===== src/sv/nsc_pkg.sv =====
`timescale 1ns / 1ps

package nsc_pkg;

   // one character word of a sentence
   typedef struct packed {
      logic [7:0] char_byte;
      logic       end_of_sentence;
   } req_type;

   // one verdict word per sentence
   typedef struct packed {
      logic       sentence_ok;
      logic [2:0] error_code;
      logic [7:0] computed_checksum;
   } rsp_type;

   // error codes reported in error_code
   localparam logic [2:0] ERR_NONE      = 3'd0;
   localparam logic [2:0] ERR_NO_DOLLAR = 3'd1;
   localparam logic [2:0] ERR_BAD_HEX   = 3'd2;
   localparam logic [2:0] ERR_MISMATCH  = 3'd3;
   localparam logic [2:0] ERR_MISSING   = 3'd4;
   localparam logic [2:0] ERR_TERM      = 3'd5;

endpackage


===== src/sv/nsc_parse.sv =====
`timescale 1ns / 1ps

module nsc_parse (
   input  logic             clock,
   input  logic             reset,
   input  logic             advance,
   input  nsc_pkg::req_type item,
   input  logic             require_checksum,
   output nsc_pkg::rsp_type result
);

   typedef enum logic [2:0] {
      PH_START,
      PH_BODY,
      PH_HEX1,
      PH_HEX2,
      PH_AFTER,
      PH_CR,
      PH_LF,
      PH_FAIL
   } phase_type;

   localparam logic [7:0] CHAR_DOLLAR = 8'h24;
   localparam logic [7:0] CHAR_STAR   = 8'h2A;
   localparam logic [7:0] CHAR_LF     = 8'h0A;
   localparam logic [7:0] CHAR_CR     = 8'h0D;

   phase_type  phase_ff, phase_in;
   logic [7:0] xor_ff, xor_in;
   logic [7:0] expected_ff, expected_in;
   logic [2:0] error_ff, error_in;
   logic [2:0] final_error;
   logic       hex_valid;
   logic [3:0] hex_nibble;
   logic [7:0] expected_full;

   // hex digit decode, upper and lower case
   always_comb begin
      hex_valid  = 1'b1;
      hex_nibble = 4'd0;
      if (item.char_byte >= 8'h30 && item.char_byte <= 8'h39) begin
         hex_nibble = item.char_byte[3:0];
      end else if ((item.char_byte >= 8'h41 && item.char_byte <= 8'h46) ||
                   (item.char_byte >= 8'h61 && item.char_byte <= 8'h66)) begin
         hex_nibble = item.char_byte[3:0] + 4'd9;
      end else begin
         hex_valid = 1'b0;
      end
   end

   assign expected_full = {expected_ff[7:4], hex_nibble};

   // per-character phase update, first error sticks
   always_comb begin
      phase_in    = phase_ff;
      xor_in      = xor_ff;
      expected_in = expected_ff;
      error_in    = error_ff;
      unique case (phase_ff)
         PH_START: begin
            if (item.char_byte == CHAR_DOLLAR) begin
               phase_in = PH_BODY;
            end else begin
               phase_in = PH_FAIL;
               error_in = nsc_pkg::ERR_NO_DOLLAR;
            end
         end
         PH_BODY: begin
            if (item.char_byte == CHAR_STAR) begin
               phase_in = PH_HEX1;
            end else begin
               xor_in = xor_ff ^ item.char_byte;
            end
         end
         PH_HEX1: begin
            if (!hex_valid) begin
               phase_in = PH_FAIL;
               error_in = nsc_pkg::ERR_BAD_HEX;
            end else begin
               expected_in = {hex_nibble, 4'd0};
               phase_in    = PH_HEX2;
            end
         end
         PH_HEX2: begin
            if (!hex_valid) begin
               phase_in = PH_FAIL;
               error_in = nsc_pkg::ERR_BAD_HEX;
            end else begin
               expected_in = expected_full;
               if (expected_full == 8'd0 || expected_full != xor_ff) begin
                  phase_in = PH_FAIL;
                  error_in = nsc_pkg::ERR_MISMATCH;
               end else begin
                  phase_in = PH_AFTER;
               end
            end
         end
         PH_AFTER: begin
            if (item.char_byte == CHAR_LF) begin
               phase_in = PH_LF;
            end else if (item.char_byte == CHAR_CR) begin
               phase_in = PH_CR;
            end else begin
               phase_in = PH_FAIL;
               error_in = nsc_pkg::ERR_TERM;
            end
         end
         PH_CR: begin
            if (item.char_byte == CHAR_LF) begin
               phase_in = PH_LF;
            end else begin
               phase_in = PH_FAIL;
               error_in = nsc_pkg::ERR_TERM;
            end
         end
         PH_LF: begin
            phase_in = PH_FAIL;
            error_in = nsc_pkg::ERR_TERM;
         end
         PH_FAIL: begin
         end
         default: begin
         end
      endcase
   end

   // end-of-sentence checks on the phase left by the final character
   always_comb begin
      final_error = error_in;
      case (phase_in)
         PH_BODY: begin
            if (require_checksum) begin
               final_error = nsc_pkg::ERR_MISSING;
            end
         end
         PH_HEX1, PH_HEX2: final_error = nsc_pkg::ERR_BAD_HEX;
         PH_CR:            final_error = nsc_pkg::ERR_TERM;
         PH_START:         final_error = nsc_pkg::ERR_NO_DOLLAR;
         default:          final_error = error_in;
      endcase
   end

   assign result.sentence_ok       = (final_error == nsc_pkg::ERR_NONE);
   assign result.error_code        = final_error;
   assign result.computed_checksum = xor_in;

   // sentence state, cleared after each final character
   always_ff @(posedge clock) begin
      if (reset) begin
         phase_ff    <= PH_START;
         xor_ff      <= 8'd0;
         expected_ff <= 8'd0;
         error_ff    <= nsc_pkg::ERR_NONE;
      end else if (advance) begin
         if (item.end_of_sentence) begin
            phase_ff    <= PH_START;
            xor_ff      <= 8'd0;
            expected_ff <= 8'd0;
            error_ff    <= nsc_pkg::ERR_NONE;
         end else begin
            phase_ff    <= phase_in;
            xor_ff      <= xor_in;
            expected_ff <= expected_in;
            error_ff    <= error_in;
         end
      end
   end

endmodule


===== config.mk =====
export PLATFORM = sky130hd
export DESIGN_NAME = nsc_parse
export DESIGN_NICKNAME = d
export VERILOG_FILES = /design/src/sv/nsc_pkg.sv /design/src/sv/nsc_parse.sv
export SDC_FILE = /design/constraint.sdc
export NUM_CORES = 1
export LEC_CHECK = 0
export BUFFER_PORTS_ARGS = -buffer_cell sky130_fd_sc_hd__buf_2
export CAP_MARGIN = 15
export CORE_ASPECT_RATIO = 1.1
export CORE_MARGIN = 1.5
export CORE_UTILIZATION = 48
export DETAILED_ROUTE_END_ITERATION = 12
export HOLD_SLACK_MARGIN = 0.02
export PLACE_DENSITY = 0.69
export REMOVE_ABC_BUFFERS = 1
export SYNTH_ARGS = -nofsm -noshare
export SYNTH_HDL_FRONTEND = slang
export SYNTH_SLANG_ARGS = --single-unit
export TNS_END_PERCENT = 1

===== constraint.sdc =====
create_clock -name clock -period 2.6 [get_ports clock]
set_input_delay 0.13 -clock clock [delete_from_list [all_inputs] [get_ports clock]]
set_output_delay 0.13 -clock clock [all_outputs]
set_load 0.1 [all_outputs]

==> summary.txt <==
status: finished, violations left
failing checks: negative setup slack
FF+latch area: 364 sq um
number of synthesized flops with an enable pin: 0
Max transition margin: 67.8%
Max Cap Violations: 0
placed insts: 294
worst skew pair latency: 0.29 ns
Post-Synthesis Mean Instance Area: 7.28 sq um
r2r worst-path depth: 10
DR iter-0 viols: 139
DRC viols: 0
RePlAce Congestion: 0.900
static leakage power: 0.930 nW
design area: 2100 sq um
pin count of the biggest net entering global routing: 19
startpoint types: flop
met3 WL: 234 um
Async SR Flop Fraction: 0%
worst hold margin: 0.174 ns
register bit total from synthesis: 18
Sw Share: 38.8%
actual slew at the worst max-slew pin: 0.479 ns
global-route wire length before repair: 7510 um
area of the multi-input gates: 1180 sq um
worst-path cell with the longest stage delay: or4bb_1
Synth Flop Type: dfxtp_1
Sink Count: 18
cts hold-fix bufs: 0
worst setup path start: expected_ff[7]
Die Wd: 58.3 um
fin util: 67.1%
per-cell routed wire length: 14.9 um
CTS buffer count: 3
Non-Filler Instances: 306
I/O Buffers: 24
Starting Density: 51.7%
Yosys cell types: 52
CP endpoint: result[9]
area of the mapped netlist: 1620 sq um
top cell type's share of synthesized area: 22.3%
Synth Instances: 222
initial antenna violation count: 0
Reg clk slew, reported paths: 0.10 ns
post-route ant nets: 0
DRT Pass-1 Iters: 4
area of the core: 3130 sq um
CTS Buffer Depth: 2
slowest stage delay, CP: 0.46 ns
PnR worst setup slack: -0.200 ns
post-route minimum period: 2.80 ns
routed length on met2: 2210 um
# setup viols final: 4
Hold WC Path Type: in -> reg
root buf cell: clkbuf_4
Seq/Total Area, Yosys: 22.3%
vias in the first global route: 1703
Congestion Overflow GR: 0
vias: 1811
Layout Skew: 0.00337 ns
die area: 3720 sq um
dpl cell area: 1960 sq um
total wire length: 4570 um
setup_tns: -0.632 ns
reg2reg end: error_ff[1]
top cells by area, synth: dfxtp_1 22%, nor2_1 6.7%, a21oi_1 5.6%
Pint: 0.488 mW
endpoint class of the critical path: primary output
Antenna diodes: 0
# nets final: 291
FF-to-FF setup slack: 0.19 ns
CP Cell Sequence: xor2_1, nor4_2, or4bb_1, a22oi_2, a31oi_2, o21a_1, o21ai_1, a21bo_1, buf_12
Clk network pwr share: 21.4%
Reg power frac: 36.3%
die height: 63.8 um
Final Slew Violations: 0
Worst Path Required: 2.47 ns
TritonCTS clock tree: yes
IO Pins: 25
routed length on met1: 2020 um
total power draw: 0.797 mW
Comb power frac: 42.2%
highest routed metal layer: met4
global router's overall resource usage: 25.1%
H-tree depth: 1
worst r2r src: expected_ff[7]
CP max FO: 4
number of core rows: 21
vias per inst: 5.92
share of layout cells above drive strength 1: 29.8%
Net Sw Power: 0.309 mW
Max Clk Rate: 0.357 GHz
Fillers: 278
fin crit share: 108%
Worst Setup Path Type: reg -> out
yosys warns: 0
DP Wirelength: 3420 um
Yosys top cell by area: dfxtp_1
Hold Fails Final Rpt: 0
area grow syn2layout: 30.0%
worst vdd ir: 0.000403 V
pwr dens: 380 nW/um^2
setup slack at placement: -0.0615 ns
unrepaired setup endpoints after global routing: true
crit path DAT: 2.67 ns
-- synth_stat cells, drive strengths merged, types with 4 or more instances --
library cell	instances
a21oi	19
a22oi	10
buf	7
dfxtp	18
ha	5
inv	16
nand2	20
nand2b	5
nand4	5
nor2	29
nor3	9
nor4	4
o211ai	4
o21ai	12
or2	4
xnor2	8
xor2	7
-- flip-flops by register name, indices dropped and copies added, names as in the netlist --
register	count
expected_ff	4
phase_ff	3
error_ff	3
xor_ff	8
-- logic make-up (layout without fill, tap and decap cells) --
group                    after synthesis  in the layout  synth area share [%]
AO/OA/AOI/OAI                         63             63                  26.2
buffers and inverters                 25             75                  6.58
XOR/XNOR                              15             15                  8.13
flip-flops                            18             18                  22.3
adder cells (fa/ha/maj)                5              5                  3.87
AND/OR/NAND/NOR                       94             94                  31.7
multiplexers                           2              2                  1.24
-- how the worst min path moves through the flow --
stage,from,to,slack (ns),cells after the start
global route,advance,error_ff[0],0.17,2
finish,advance,error_ff[0],0.17,2
global placement,advance,error_ff[0],0.48,2
detailed placement,advance,error_ff[0],0.47,2
CTS,advance,error_ff[0],0.16,2
floorplan,reset,phase_ff[0],0.20,1
-- area by class of cell --
cell class,instances,area share [%]
Tap cell,34,2.03
Timing Repair Buffer,55,19.7
Multi-Input combinational cell,179,56.4
Clock buffer,4,1.73
Sequential cell,18,17.3
Inverter,16,2.86
-- worst max-delay path: cells and delay by family, from the launching register on --
kind | cells | cell delay (ns)
and+or+nand+nor | 2 | 0.78
DFF | 1 | 0.35
AOI/OAI and AO/OA | 5 | 0.92
buffers and inverters | 1 | 0.17
xor gates and xnor gates | 1 | 0.16
-- per-layer routing --
| metal | vias up | GRT usage [%] |
|---|---|---|
| li1 | 895 | - |
| met1 | 837 | 33.4 |
| met2 | 65 | 42.1 |
| met3 | 14 | 2.23 |
| met4 | 0 | 7.56 |
| met5 | - | 0 |
-- placed cells by master (no fill, tap or decap), types with 2 or more instances in the layout --
cell type | synthesis | final
ha_1 | 5 | 5
nor4_1 | 3 | 2
o21ai_0 | 6 | 6
a21oi_1 | 18 | 17
mux2i_1 | 2 | 2
inv_1 | 16 | 16
o211ai_1 | 4 | 4
or2_2 | 3 | 3
nand3_1 | 3 | 3
buf_2 | 4 | 20
and3_1 | 3 | 3
nor4_2 | 1 | 2
a22oi_1 | 9 | 9
clkbuf_4 | 0 | 3
dfxtp_2 | 0 | 3
o22ai_1 | 2 | 2
nor3_1 | 8 | 8
xnor2_1 | 8 | 8
nand4_1 | 5 | 5
buf_12 | 0 | 4
buf_4 | 0 | 31
o21ai_1 | 6 | 5
nand2_1 | 20 | 20
xor2_1 | 7 | 7
or4bb_1 | 2 | 2
nand2b_1 | 5 | 5
or4b_4 | 2 | 2
a311oi_1 | 2 | 2
dfxtp_1 | 18 | 15
o21bai_1 | 3 | 2
nor2_1 | 29 | 29
-- what timing repair did --
action / 4_1_cts / 5_1_grt
setup endpoints to repair: 4 / 4
pin swaps: 6 / 4
setup buffers: 4 / 4
gates resized for setup: 5 / 4
-- power groups by stage --
stage                     Combinational (mW)  Sequential (mW)  Clock [mW]
after floorplan                        0.200            0.296           0
after global placement                 0.315            0.296           0
after detailed placement               0.315            0.296           0
after CTS                              0.321            0.289       0.172
after global routing                   0.357            0.290       0.185
final                                  0.337            0.290       0.171
Note: power is estimated with default switching activity, not from simulation.
